[config.mk]
export PLATFORM = sky130hd
export DESIGN_NAME = initial_tetrahedron_from_triangle_flat
export DESIGN_NICKNAME = d
export VERILOG_FILES = /design/src/rtl/ith_pkg.sv /design/src/rtl/ith_if.sv /design/src/rtl/ith_mac.sv /design/src/rtl/initial_tetrahedron_from_triangle.sv /design/src/flat_wrapper.sv
export SDC_FILE = /design/constraint.sdc
export NUM_CORES = 2
export LEC_CHECK = 0
export BUFFER_PORTS_ARGS = -buffer_cell sky130_fd_sc_hd__buf_2
export CAP_MARGIN = 20
export CORE_MARGIN = 4
export CORE_UTILIZATION = 45
export DETAILED_ROUTE_END_ITERATION = 7
export GPL_TIMING_DRIVEN = 1
export PLACE_DENSITY = 0.72
export REMOVE_ABC_BUFFERS = 1
export SYNTH_ARGS = -nofsm -noshare
export SYNTH_HDL_FRONTEND = slang
export SYNTH_SLANG_ARGS = --single-unit
[constraint.sdc]
create_clock -name clk -period 23.6 [get_ports clk]
set_input_delay 1.18 -clock clk [delete_from_list [all_inputs] [get_ports clk]]
set_output_delay 1.18 -clock clk [all_outputs]
set_load 0.01 [all_outputs]
[src/rtl/ith_pkg.sv]
// Shared types and constants of the initial tetrahedron block.
// No dependencies; every other file refers to it by scoped names.
package ith_pkg;

  localparam int COORD_BITS_DEF = 16;
  localparam int INDEX_BITS_DEF = 16;

  localparam logic CMD_SEED  = 1'b0;
  localparam logic CMD_POINT = 1'b1;

  localparam int               STEP_BITS       = 3;
  localparam logic [STEP_BITS-1:0] STEP_LAST_ISSUE = 3'd5;
  localparam logic [STEP_BITS-1:0] STEP_DONE       = 3'd7;

  localparam logic [1:0] SEEDS_FULL = 2'd3;
  localparam logic [1:0] FACE_LAST  = 2'd3;

  typedef enum logic [1:0] {
    ST_IDLE,
    ST_CROSS,
    ST_DOT,
    ST_EMIT
  } state_t;

  typedef enum logic [1:0] {
    MAC_LOAD,
    MAC_ADD,
    MAC_SUB
  } mac_op_t;

  typedef struct packed {
    logic    valid;
    logic    shift;
    mac_op_t op;
  } mac_ctl_t;

endpackage

[src/rtl/ith_if.sv]
// Valid/ready channel interfaces for point items and triangle items.
// Depends on ith_pkg for default widths.
interface ith_in_if #(
  parameter int COORD_BITS = ith_pkg::COORD_BITS_DEF,
  parameter int INDEX_BITS = ith_pkg::INDEX_BITS_DEF
);
  logic                         valid;
  logic                         ready;
  logic                         command;
  logic        [INDEX_BITS-1:0] point_index;
  logic signed [COORD_BITS-1:0] coord_x;
  logic signed [COORD_BITS-1:0] coord_y;
  logic signed [COORD_BITS-1:0] coord_z;
  logic                         final_point;

  modport source (
    output valid, command, point_index, coord_x, coord_y, coord_z, final_point,
    input  ready
  );
  modport sink (
    input  valid, command, point_index, coord_x, coord_y, coord_z, final_point,
    output ready
  );
endinterface

interface ith_out_if #(
  parameter int INDEX_BITS = ith_pkg::INDEX_BITS_DEF
);
  logic                  valid;
  logic                  ready;
  logic [INDEX_BITS-1:0] vertex_first;
  logic [INDEX_BITS-1:0] vertex_second;
  logic [INDEX_BITS-1:0] vertex_third;
  logic                  no_fourth;
  logic                  last_face;

  modport source (
    output valid, vertex_first, vertex_second, vertex_third, no_fourth, last_face,
    input  ready
  );
  modport sink (
    input  valid, vertex_first, vertex_second, vertex_third, no_fourth, last_face,
    output ready
  );
endinterface

[src/rtl/ith_mac.sv]
// Shared signed multiply-accumulate unit: registered product, then accumulate.
// Depends on ith_pkg (mac_ctl_t, mac_op_t).
module ith_mac #(
  parameter int COORD_BITS = ith_pkg::COORD_BITS_DEF
) (
  input  logic                           clk,
  input  logic                           rst_n,
  input  ith_pkg::mac_ctl_t              ctl,
  input  logic signed [COORD_BITS+1:0]   op_a,
  input  logic signed [COORD_BITS:0]     op_b,
  output logic signed [3*COORD_BITS+5:0] acc
);

  localparam int PROD_W = 2*COORD_BITS + 3;
  localparam int SPLIT  = COORD_BITS + 1;
  localparam int ACC_W  = 3*COORD_BITS + 6;

  logic signed [PROD_W-1:0] prod_r;
  ith_pkg::mac_ctl_t        ctl_r;
  logic signed [ACC_W-1:0]  acc_r;
  logic signed [ACC_W-1:0]  prod_ext;
  logic signed [ACC_W-1:0]  term;

  always_ff @(posedge clk) begin
    if (!rst_n) begin
      ctl_r <= '0;
    end else begin
      ctl_r <= ctl;
    end
  end

  always_ff @(posedge clk) begin
    if (ctl.valid) begin
      prod_r <= op_a * op_b;
    end
  end

  // high half of the split normal carries weight 2^SPLIT
  always_comb begin
    prod_ext = {{(ACC_W-PROD_W){prod_r[PROD_W-1]}}, prod_r};
    term     = ctl_r.shift ? (prod_ext <<< SPLIT) : prod_ext;
  end

  always_ff @(posedge clk) begin
    if (ctl_r.valid) begin
      unique case (ctl_r.op)
        ith_pkg::MAC_LOAD: acc_r <= term;
        ith_pkg::MAC_ADD:  acc_r <= acc_r + term;
        ith_pkg::MAC_SUB:  acc_r <= acc_r - term;
        default:           acc_r <= acc_r;
      endcase
    end
  end

  assign acc = acc_r;

endmodule

[src/rtl/initial_tetrahedron_from_triangle.sv]
// Initial simplex builder: base triangle seeds, farthest-point search, four faces.
// Depends on ith_pkg, ith_if (ith_in_if, ith_out_if) and ith_mac.
//
//  channel | direction | handshake         | payload
//  in_ch   | input     | valid/ready, sink | command, point_index, coord_x/y/z, final_point
//  out_ch  | output    | valid/ready, src  | vertex_first/second/third, no_fourth, last_face
//
// The first two seeds are only stored; the third seed also forms the normal from six products.
// A scored candidate is accepted, then its six products pass through the one shared
// multiplier and the product and accumulate registers, with the compare at the last step.
// A point whose index matches a seed received so far is not scored.
// A final point then emits four items, one per cycle while out_ch.ready is high;
// input stays not ready until the fourth is taken, and the run state clears then.
// Synchronous active-low reset clears all run state.
module initial_tetrahedron_from_triangle #(
  parameter int COORD_BITS = ith_pkg::COORD_BITS_DEF,
  parameter int INDEX_BITS = ith_pkg::INDEX_BITS_DEF
) (
  input logic       clk,
  input logic       rst_n,
  ith_in_if.sink    in_ch,
  ith_out_if.source out_ch
);

  localparam int DIFF_W = COORD_BITS + 1;
  localparam int OPA_W  = COORD_BITS + 2;
  localparam int NRM_W  = 2*COORD_BITS + 3;
  localparam int SPLIT  = COORD_BITS + 1;
  localparam int ACC_W  = 3*COORD_BITS + 6;

  ith_pkg::state_t state_r, state_nxt;
  logic [ith_pkg::STEP_BITS-1:0] st_r, st_nxt;
  logic [1:0] fc_r, fc_nxt;

  logic [INDEX_BITS-1:0]    seed_idx_r [3];
  logic [1:0]               seed_cnt_r;
  logic signed [COORD_BITS-1:0] org_r [3];
  logic signed [COORD_BITS-1:0] sec_r [3];
  logic signed [DIFF_W-1:0] diff_r [3];
  logic signed [NRM_W-1:0]  nrm_r [3];
  logic [ACC_W-1:0]         best_mag_r;
  logic                     best_neg_r;
  logic [INDEX_BITS-1:0]    best_idx_r;
  logic                     found_r;
  logic [INDEX_BITS-1:0]    cur_idx_r;
  logic                     cur_final_r;

  logic signed [COORD_BITS-1:0] in_p [3];
  logic signed [DIFF_W-1:0] in_diff [3];
  logic signed [DIFF_W-1:0] u [3];
  logic                     take_in;
  logic                     take_out;
  logic                     skip;
  logic                     run_done;

  ith_pkg::mac_ctl_t        mac_ctl;
  logic signed [OPA_W-1:0]  op_a;
  logic signed [DIFF_W-1:0] op_b;
  logic signed [ACC_W-1:0]  acc;
  logic [ACC_W-1:0]         acc_mag;
  logic                     acc_neg;

  logic signed [DIFF_W-1:0] u_a;
  logic signed [NRM_W-1:0]  nrm_sel;
  logic signed [DIFF_W-1:0] diff_sel;

  logic [INDEX_BITS-1:0]    v0, v1, v2;

  assign take_in  = in_ch.valid && in_ch.ready;
  assign take_out = out_ch.valid && out_ch.ready;
  assign run_done = take_out && (fc_r == ith_pkg::FACE_LAST);

  assign in_p[0] = in_ch.coord_x;
  assign in_p[1] = in_ch.coord_y;
  assign in_p[2] = in_ch.coord_z;

  always_comb begin
    for (int k = 0; k < 3; k++) begin
      in_diff[k] = {in_p[k][COORD_BITS-1], in_p[k]} - {org_r[k][COORD_BITS-1], org_r[k]};
      u[k]       = {sec_r[k][COORD_BITS-1], sec_r[k]} - {org_r[k][COORD_BITS-1], org_r[k]};
    end
  end

  // only the seeds received so far are excluded
  assign skip = ((seed_cnt_r > 2'd0) && (seed_idx_r[0] == in_ch.point_index)) ||
                ((seed_cnt_r > 2'd1) && (seed_idx_r[1] == in_ch.point_index)) ||
                ((seed_cnt_r > 2'd2) && (seed_idx_r[2] == in_ch.point_index));

  // ---------------------------------------------------------------- sequencer
  always_ff @(posedge clk) begin
    if (!rst_n) begin
      state_r <= ith_pkg::ST_IDLE;
      st_r    <= '0;
      fc_r    <= '0;
    end else begin
      state_r <= state_nxt;
      st_r    <= st_nxt;
      fc_r    <= fc_nxt;
    end
  end

  always_comb begin
    state_nxt     = state_r;
    st_nxt        = st_r;
    fc_nxt        = fc_r;
    mac_ctl.valid = 1'b0;
    mac_ctl.shift = 1'b0;
    mac_ctl.op    = ith_pkg::MAC_LOAD;
    unique case (state_r)
      ith_pkg::ST_IDLE: begin
        if (take_in) begin
          st_nxt = '0;
          fc_nxt = '0;
          if (in_ch.command == ith_pkg::CMD_SEED) begin
            if (seed_cnt_r == 2'd2) begin
              state_nxt = ith_pkg::ST_CROSS;
            end
          end else if (!skip) begin
            state_nxt = ith_pkg::ST_DOT;
          end else if (in_ch.final_point) begin
            state_nxt = ith_pkg::ST_EMIT;
          end
        end
      end
      ith_pkg::ST_CROSS: begin
        // load the first product of each component, subtract the second
        mac_ctl.valid = (st_r <= ith_pkg::STEP_LAST_ISSUE);
        mac_ctl.op    = st_r[0] ? ith_pkg::MAC_SUB : ith_pkg::MAC_LOAD;
        st_nxt        = st_r + 1'b1;
        if (st_r == ith_pkg::STEP_DONE) begin
          state_nxt = ith_pkg::ST_IDLE;
        end
      end
      ith_pkg::ST_DOT: begin
        mac_ctl.valid = (st_r <= ith_pkg::STEP_LAST_ISSUE);
        mac_ctl.shift = !st_r[0];
        mac_ctl.op    = (st_r == '0) ? ith_pkg::MAC_LOAD : ith_pkg::MAC_ADD;
        st_nxt        = st_r + 1'b1;
        if (st_r == ith_pkg::STEP_DONE) begin
          state_nxt = cur_final_r ? ith_pkg::ST_EMIT : ith_pkg::ST_IDLE;
        end
      end
      ith_pkg::ST_EMIT: begin
        if (take_out) begin
          fc_nxt = fc_r + 1'b1;
          if (fc_r == ith_pkg::FACE_LAST) begin
            state_nxt = ith_pkg::ST_IDLE;
          end
        end
      end
      default: state_nxt = ith_pkg::ST_IDLE;
    endcase
  end

  // ---------------------------------------------------------------- operands
  always_comb begin
    unique case (st_r)
      3'd0:    begin u_a = u[1]; end
      3'd1:    begin u_a = u[2]; end
      3'd2:    begin u_a = u[2]; end
      3'd3:    begin u_a = u[0]; end
      3'd4:    begin u_a = u[0]; end
      default: begin u_a = u[1]; end
    endcase
    unique case (st_r[2:1])
      2'd0:    begin nrm_sel = nrm_r[0]; diff_sel = diff_r[0]; end
      2'd1:    begin nrm_sel = nrm_r[1]; diff_sel = diff_r[1]; end
      default: begin nrm_sel = nrm_r[2]; diff_sel = diff_r[2]; end
    endcase
    if (state_r == ith_pkg::ST_CROSS) begin
      op_a = {u_a[DIFF_W-1], u_a};
      unique case (st_r)
        3'd0, 3'd3: op_b = diff_r[2];
        3'd1, 3'd4: op_b = diff_r[1];
        default:    op_b = diff_r[0];
      endcase
    end else begin
      // normal split into signed high part and unsigned low SPLIT bits
      op_a = st_r[0] ? {1'b0, nrm_sel[SPLIT-1:0]} : nrm_sel[NRM_W-1:SPLIT];
      op_b = diff_sel;
    end
  end

  ith_mac #(
    .COORD_BITS (COORD_BITS)
  ) u_mac (
    .clk   (clk),
    .rst_n (rst_n),
    .ctl   (mac_ctl),
    .op_a  (op_a),
    .op_b  (op_b),
    .acc   (acc)
  );

  assign acc_neg = acc[ACC_W-1];
  assign acc_mag = acc_neg ? (~acc + 1'b1) : acc;

  // ---------------------------------------------------------------- run state
  always_ff @(posedge clk) begin
    if (!rst_n || run_done) begin
      for (int k = 0; k < 3; k++) begin
        seed_idx_r[k] <= '0;
        org_r[k]      <= '0;
        nrm_r[k]      <= '0;
      end
      seed_cnt_r <= '0;
      best_mag_r <= '0;
      best_neg_r <= 1'b0;
      best_idx_r <= '0;
      found_r    <= 1'b0;
    end else begin
      if (take_in) begin
        if (in_ch.command == ith_pkg::CMD_SEED) begin
          if (seed_cnt_r != ith_pkg::SEEDS_FULL) begin
            seed_idx_r[seed_cnt_r] <= in_ch.point_index;
            seed_cnt_r             <= seed_cnt_r + 1'b1;
            if (seed_cnt_r == 2'd0) begin
              for (int k = 0; k < 3; k++) org_r[k] <= in_p[k];
            end
          end
        end else if (!skip) begin
          found_r <= 1'b1;
        end
      end
      if (state_r == ith_pkg::ST_CROSS) begin
        unique case (st_r)
          3'd3:    nrm_r[0] <= acc[NRM_W-1:0];
          3'd5:    nrm_r[1] <= acc[NRM_W-1:0];
          3'd7:    nrm_r[2] <= acc[NRM_W-1:0];
          default: ;
        endcase
      end
      // equal magnitude: later point wins
      if (state_r == ith_pkg::ST_DOT && st_r == ith_pkg::STEP_DONE &&
          acc_mag >= best_mag_r) begin
        best_mag_r <= acc_mag;
        best_neg_r <= acc_neg;
        best_idx_r <= cur_idx_r;
      end
    end
  end

  always_ff @(posedge clk) begin
    if (take_in) begin
      for (int k = 0; k < 3; k++) diff_r[k] <= in_diff[k];
      cur_idx_r   <= in_ch.point_index;
      cur_final_r <= in_ch.final_point;
      if (in_ch.command == ith_pkg::CMD_SEED && seed_cnt_r == 2'd1) begin
        for (int k = 0; k < 3; k++) sec_r[k] <= in_p[k];
      end
    end
  end

  // ---------------------------------------------------------------- faces
  always_comb begin
    unique case (fc_r)
      2'd0: begin
        v0 = seed_idx_r[0];
        v1 = best_neg_r ? seed_idx_r[2] : seed_idx_r[1];
        v2 = best_neg_r ? seed_idx_r[1] : seed_idx_r[2];
      end
      2'd1: begin
        v0 = best_neg_r ? seed_idx_r[1] : seed_idx_r[0];
        v1 = best_neg_r ? seed_idx_r[0] : seed_idx_r[1];
        v2 = best_idx_r;
      end
      2'd2: begin
        v0 = best_neg_r ? seed_idx_r[2] : seed_idx_r[1];
        v1 = best_neg_r ? seed_idx_r[1] : seed_idx_r[2];
        v2 = best_idx_r;
      end
      default: begin
        v0 = best_neg_r ? seed_idx_r[0] : seed_idx_r[2];
        v1 = best_neg_r ? seed_idx_r[2] : seed_idx_r[0];
        v2 = best_idx_r;
      end
    endcase
  end

  assign in_ch.ready          = (state_r == ith_pkg::ST_IDLE);
  assign out_ch.valid         = (state_r == ith_pkg::ST_EMIT);
  assign out_ch.vertex_first  = v0;
  assign out_ch.vertex_second = v1;
  assign out_ch.vertex_third  = v2;
  assign out_ch.no_fourth     = !found_r;
  assign out_ch.last_face     = (fc_r == ith_pkg::FACE_LAST);

`ifndef NO_ASSERTIONS
  a_in_out_excl: assert property (@(posedge clk) disable iff (!rst_n)
    !(in_ch.ready && out_ch.valid))
    else $error("input ready while faces are pending");

  a_final_emits: assert property (@(posedge clk) disable iff (!rst_n)
    (state_r == ith_pkg::ST_DOT && st_r == ith_pkg::STEP_DONE && cur_final_r)
    |=> out_ch.valid)
    else $error("final point did not start emission");

  a_run_cleared: assert property (@(posedge clk) disable iff (!rst_n)
    (out_ch.valid && out_ch.ready && out_ch.last_face)
    |=> (seed_cnt_r == 2'd0 && !found_r && best_mag_r == '0))
    else $error("run state not cleared after last face");

  a_no_fourth_idx: assert property (@(posedge clk) disable iff (!rst_n)
    (out_ch.valid && out_ch.no_fourth && fc_r != 2'd0) |-> (out_ch.vertex_third == '0))
    else $error("fourth vertex nonzero without candidate");
`endif

endmodule
[src/flat_wrapper.sv]
// flat-port wrapper written by rule: the top's interface ports become plain ports
module initial_tetrahedron_from_triangle_flat 
#(
  parameter int COORD_BITS = ith_pkg::COORD_BITS_DEF,
  parameter int INDEX_BITS = ith_pkg::INDEX_BITS_DEF
)
  (clk, rst_n, in_ch_valid, in_ch_command, in_ch_point_index, in_ch_coord_x, in_ch_coord_y, in_ch_coord_z, in_ch_final_point, in_ch_ready, out_ch_valid, out_ch_vertex_first, out_ch_vertex_second, out_ch_vertex_third, out_ch_no_fourth, out_ch_last_face, out_ch_ready);
  ith_in_if #(.COORD_BITS(COORD_BITS), .INDEX_BITS(INDEX_BITS)) in_ch_i ();
  ith_out_if #(.INDEX_BITS(INDEX_BITS)) out_ch_i ();
  input logic clk;
  input logic rst_n;
  input wire logic [$bits(in_ch_i.valid)-1:0] in_ch_valid;
  input wire logic [$bits(in_ch_i.command)-1:0] in_ch_command;
  input wire logic [$bits(in_ch_i.point_index)-1:0] in_ch_point_index;
  input wire logic [$bits(in_ch_i.coord_x)-1:0] in_ch_coord_x;
  input wire logic [$bits(in_ch_i.coord_y)-1:0] in_ch_coord_y;
  input wire logic [$bits(in_ch_i.coord_z)-1:0] in_ch_coord_z;
  input wire logic [$bits(in_ch_i.final_point)-1:0] in_ch_final_point;
  output wire logic [$bits(in_ch_i.ready)-1:0] in_ch_ready;
  output wire logic [$bits(out_ch_i.valid)-1:0] out_ch_valid;
  output wire logic [$bits(out_ch_i.vertex_first)-1:0] out_ch_vertex_first;
  output wire logic [$bits(out_ch_i.vertex_second)-1:0] out_ch_vertex_second;
  output wire logic [$bits(out_ch_i.vertex_third)-1:0] out_ch_vertex_third;
  output wire logic [$bits(out_ch_i.no_fourth)-1:0] out_ch_no_fourth;
  output wire logic [$bits(out_ch_i.last_face)-1:0] out_ch_last_face;
  input wire logic [$bits(out_ch_i.ready)-1:0] out_ch_ready;
  assign in_ch_i.valid = in_ch_valid;
  assign in_ch_i.command = in_ch_command;
  assign in_ch_i.point_index = in_ch_point_index;
  assign in_ch_i.coord_x = in_ch_coord_x;
  assign in_ch_i.coord_y = in_ch_coord_y;
  assign in_ch_i.coord_z = in_ch_coord_z;
  assign in_ch_i.final_point = in_ch_final_point;
  assign in_ch_ready = in_ch_i.ready;
  assign out_ch_valid = out_ch_i.valid;
  assign out_ch_vertex_first = out_ch_i.vertex_first;
  assign out_ch_vertex_second = out_ch_i.vertex_second;
  assign out_ch_vertex_third = out_ch_i.vertex_third;
  assign out_ch_no_fourth = out_ch_i.no_fourth;
  assign out_ch_last_face = out_ch_i.last_face;
  assign out_ch_i.ready = out_ch_ready;
  initial_tetrahedron_from_triangle #(.COORD_BITS(COORD_BITS), .INDEX_BITS(INDEX_BITS)) u_core (.clk(clk), .rst_n(rst_n), .in_ch(in_ch_i), .out_ch(out_ch_i));
endmodule
==> key figures <==
Global route
  – Met1 GRT Util: 30.65%
  – Global-route wire length before repair: 191,600 um
  – Top Usage Layer GRT: met2
  – Gr usage total: 23.10%
  – Gr ovfl total: 0
  – Largest net degree at the start of global routing: 79
  – Number of global-route vias before repair: 35.01k
  – M3 GR Usage: 4.166%
  – Antenna violations before repair: 8
  – GR Util met2: 37.62%

Synthesis
  – Commonest cells in the netlist: inv_1, nor2_1, edfxtp_1
  – Synth top area share: 27.36%
  – Top FF cell, synth: edfxtp_1
  – Top post-synthesis cells by area: edfxtp_1, fa_1, ha_1
  – Compound-Gate Fraction of Synth Area: 14.58%
  – Async set or reset register ratio after synthesis: 0%
  – Most common cell in the netlist: inv_1
  – Synthesized area: 44,560 sq um
  – Avg Cell Area, Syn: 9.456 sq um
  – Main combinational cell family by area after synthesis: adder cells
  – Post-synthesis mux area share: 4.591%
  – Adder-cell share of the synthesized area: 22.99%
  – Ys Warns: 0
  – Sequential share of the synthesized area: 31.18%
  – Synth unique cells: 85
  – Synth Area in XOR/XNOR: 5.288%
  – Simple-Gate Fraction of Synth Area: 14.99%
  – FF+latch count, synth: 491
  – EDFF count, synth: 406
  – Yosys top cell by area: edfxtp_1
  – Syn Inst Count: 4,712

Critical path
  – Required @ worst endpoint: 23.99 ns
  – Cell type of the slowest stage on the worst timing path: o22ai_2
  – Setup CP Type: reg2reg
  – CP Launch Type: register
  – WP data arrival: 10.38 ns
  – Most common cell on crit path: fa_1
  – Max incr delay on CP: 0.79 ns
  – CP endpoint kind: register
  – CP max FO: 25

Route
  – Drt first pass iters: 6
  – Iteration-0 DRC Markers: 3,386
  – Routed wire length per instance: 19.81 um
  – Routed Antenna Nets: 0
  – Via count: 35.16k
  – Post-Route WL: 120,600 um
  – DR vias/cell: 5.774
  – DRC viols: 0

Die
  – Starting Density: 45.34%
  – IO Count: 122
  – Die footprint: 104,100 sq um
  – FP Rows: 115
  – Die Span Y: 322.7 um
  – Chip width: 322.7 um
  – Core ar.: 98,280 sq um

STA
  – Final Max Tran Viols: 0
  – RSZ-0062 raised after global routing: no
  – Setup TNS: 0 ns
  – Final setup vio count: 0
  – Final period utilization: 42.30%
  – Worst slew pin tran: 1.073 ns
  – Final Skew: 0.05928 ns
  – Period minus WS final: 9.983 ns
  – Worst slew margin: 27.52%
  – Max Clk Rate: 100.2 MHz
  – Hold Fails Final Rpt: 0

Clocking
  – Post-CTS setup buffer count: 0
  – Post-CTS Hold Fix Bufs: 0
  – Htree depth: 2
  – CTS Root Buffer Type: clkbuf_16
  – CTS max path bufs: 3
  – Clk_lat worst skew: 0.67 ns
  – Clock slew at reported path FFs: 0.06 ns
  – Clock sink total: 491
  – TritonCTS clock tree: done
  – Resized cells post-CTS: 0
  – CTS buffer count: 57

Finish
  – Layout cells sized above 1: 7.774%
  – Design area: 48,520 sq um
  – Nets: 5,452
  – Area delta synth->final: 8.885%

Place
  – Post-DP Area: 46,570 sq um
  – Gpl congestion: 0.9123
  – IO buf count: 121
  – Post-DP HPWL: 89,540 um

Flow run
  – Max_cap viols: 0

Hold path
  – Worst min path class: reg2reg

Outcome
  – Status: completed
-- layout by cell type, fill, tap and decap left out, types with 121 or more instances in the layout --
| cell | count |
|---|---|
| edfxtp_1 | 406 |
| ha_1 | 314 |
| buf_2 | 121 |
| inv_1 | 549 |
| xnor2_1 | 175 |
| fa_1 | 313 |
| and2_1 | 148 |
| nand2_1 | 266 |
| a21oi_1 | 274 |
| mux2i_1 | 164 |
| nor2_1 | 495 |
| o21ai_0 | 181 |
-- layout make-up --
| type | count | area [sq um] |
|---|---|---|
| Antenna cell | 4 | 10.01 |
| Clock buffer | 69 | 1511 |
| Clock inverter | 37 | 421.7 |
| Fill cell | 8960 | 49760 |
| Inverter | 551 | 2068 |
| Multi-Input combinational cell | 3466 | 27910 |
| Sequential cell | 491 | 13910 |
| Tap cell | 1287 | 1610 |
| Timing Repair Buffer | 184 | 1079 |
-- through the flow --
step / hold slack [ns] / cells / util (%) / setup WS, ns
after floorplan: 0.4563 / 4508 / - / 11.99
after global placement: 0.4393 / 5979 / 47.39 / 14.00
after detailed placement: 0.4447 / 5979 / 47.39 / 13.81
after CTS: 0.4538 / 6085 / 49.36 / 13.72
after global routing: 0.4830 / 6087 / 49.36 / 13.01
final: 0.4496 / 6089 / 49.37 / 13.62
-- worst paths after layout --
kind / from / slack, ns / depth (start not counted) / to
max: u_core.org_r[0][0]$_SDFFCE_PN0P_ / 13.62 / 32 / u_core.u_mac.prod_r[33]$_DFFE_PP_
min: u_core.found_r$_SDFFE_PP0P_ / 0.45 / 2 / u_core.found_r$_SDFFE_PP0P_
max reg2reg: u_core.org_r[0][0]$_SDFFCE_PN0P_ / 13.62 / 32 / u_core.u_mac.prod_r[33]$_DFFE_PP_
min reg2reg: u_core.found_r$_SDFFE_PP0P_ / 0.45 / 2 / u_core.found_r$_SDFFE_PP0P_
-- critical path: cells and delay by family (launching register included) --
family / cells / cell delay (ns)
simple gates: 3 / 0.60
xor+xnor: 1 / 0.12
compound gates: 16 / 4.42
fa+ha+maj: 9 / 3.98
flops: 1 / 0.41
buf+inv: 3 / 0.15
-- registers in the layout (all words and copies together), names as in the netlist, 3 cells and up --
signal and flops:
u_core.diff_r 51, u_core.cur_idx_r 16, u_core.best_mag_r 54, u_core.seed_idx_r 48
u_core.nrm_r 105, u_core.sec_r 48, u_core.st_r 3, u_core.u_mac.acc 54
u_core.org_r 48, u_core.u_mac.ctl_r 4, u_core.u_mac.prod_r 35, u_core.best_idx_r 16
-- kinds of logic (layout without fill, tap and decap cells) --
logic type	after synthesis	after routing
other	0	4
xor gates and xnor gates	269	269
adders and majority gates	631	631
and+or+nand+nor	1382	1382
DFF	491	491
AOI/OAI and AO/OA	988	988
muxes	196	196
buffers and inverters	755	841
-- metal layers --
layer	up-vias	wire [um]
met5	-	45
met4	8	5108
met3	278	9419
met2	1364	55800
met1	17116	50250
li1	16394	-
Power is not shown: default switching activity piles up to over one toggle a cycle in this logic, so the estimate is an artifact.
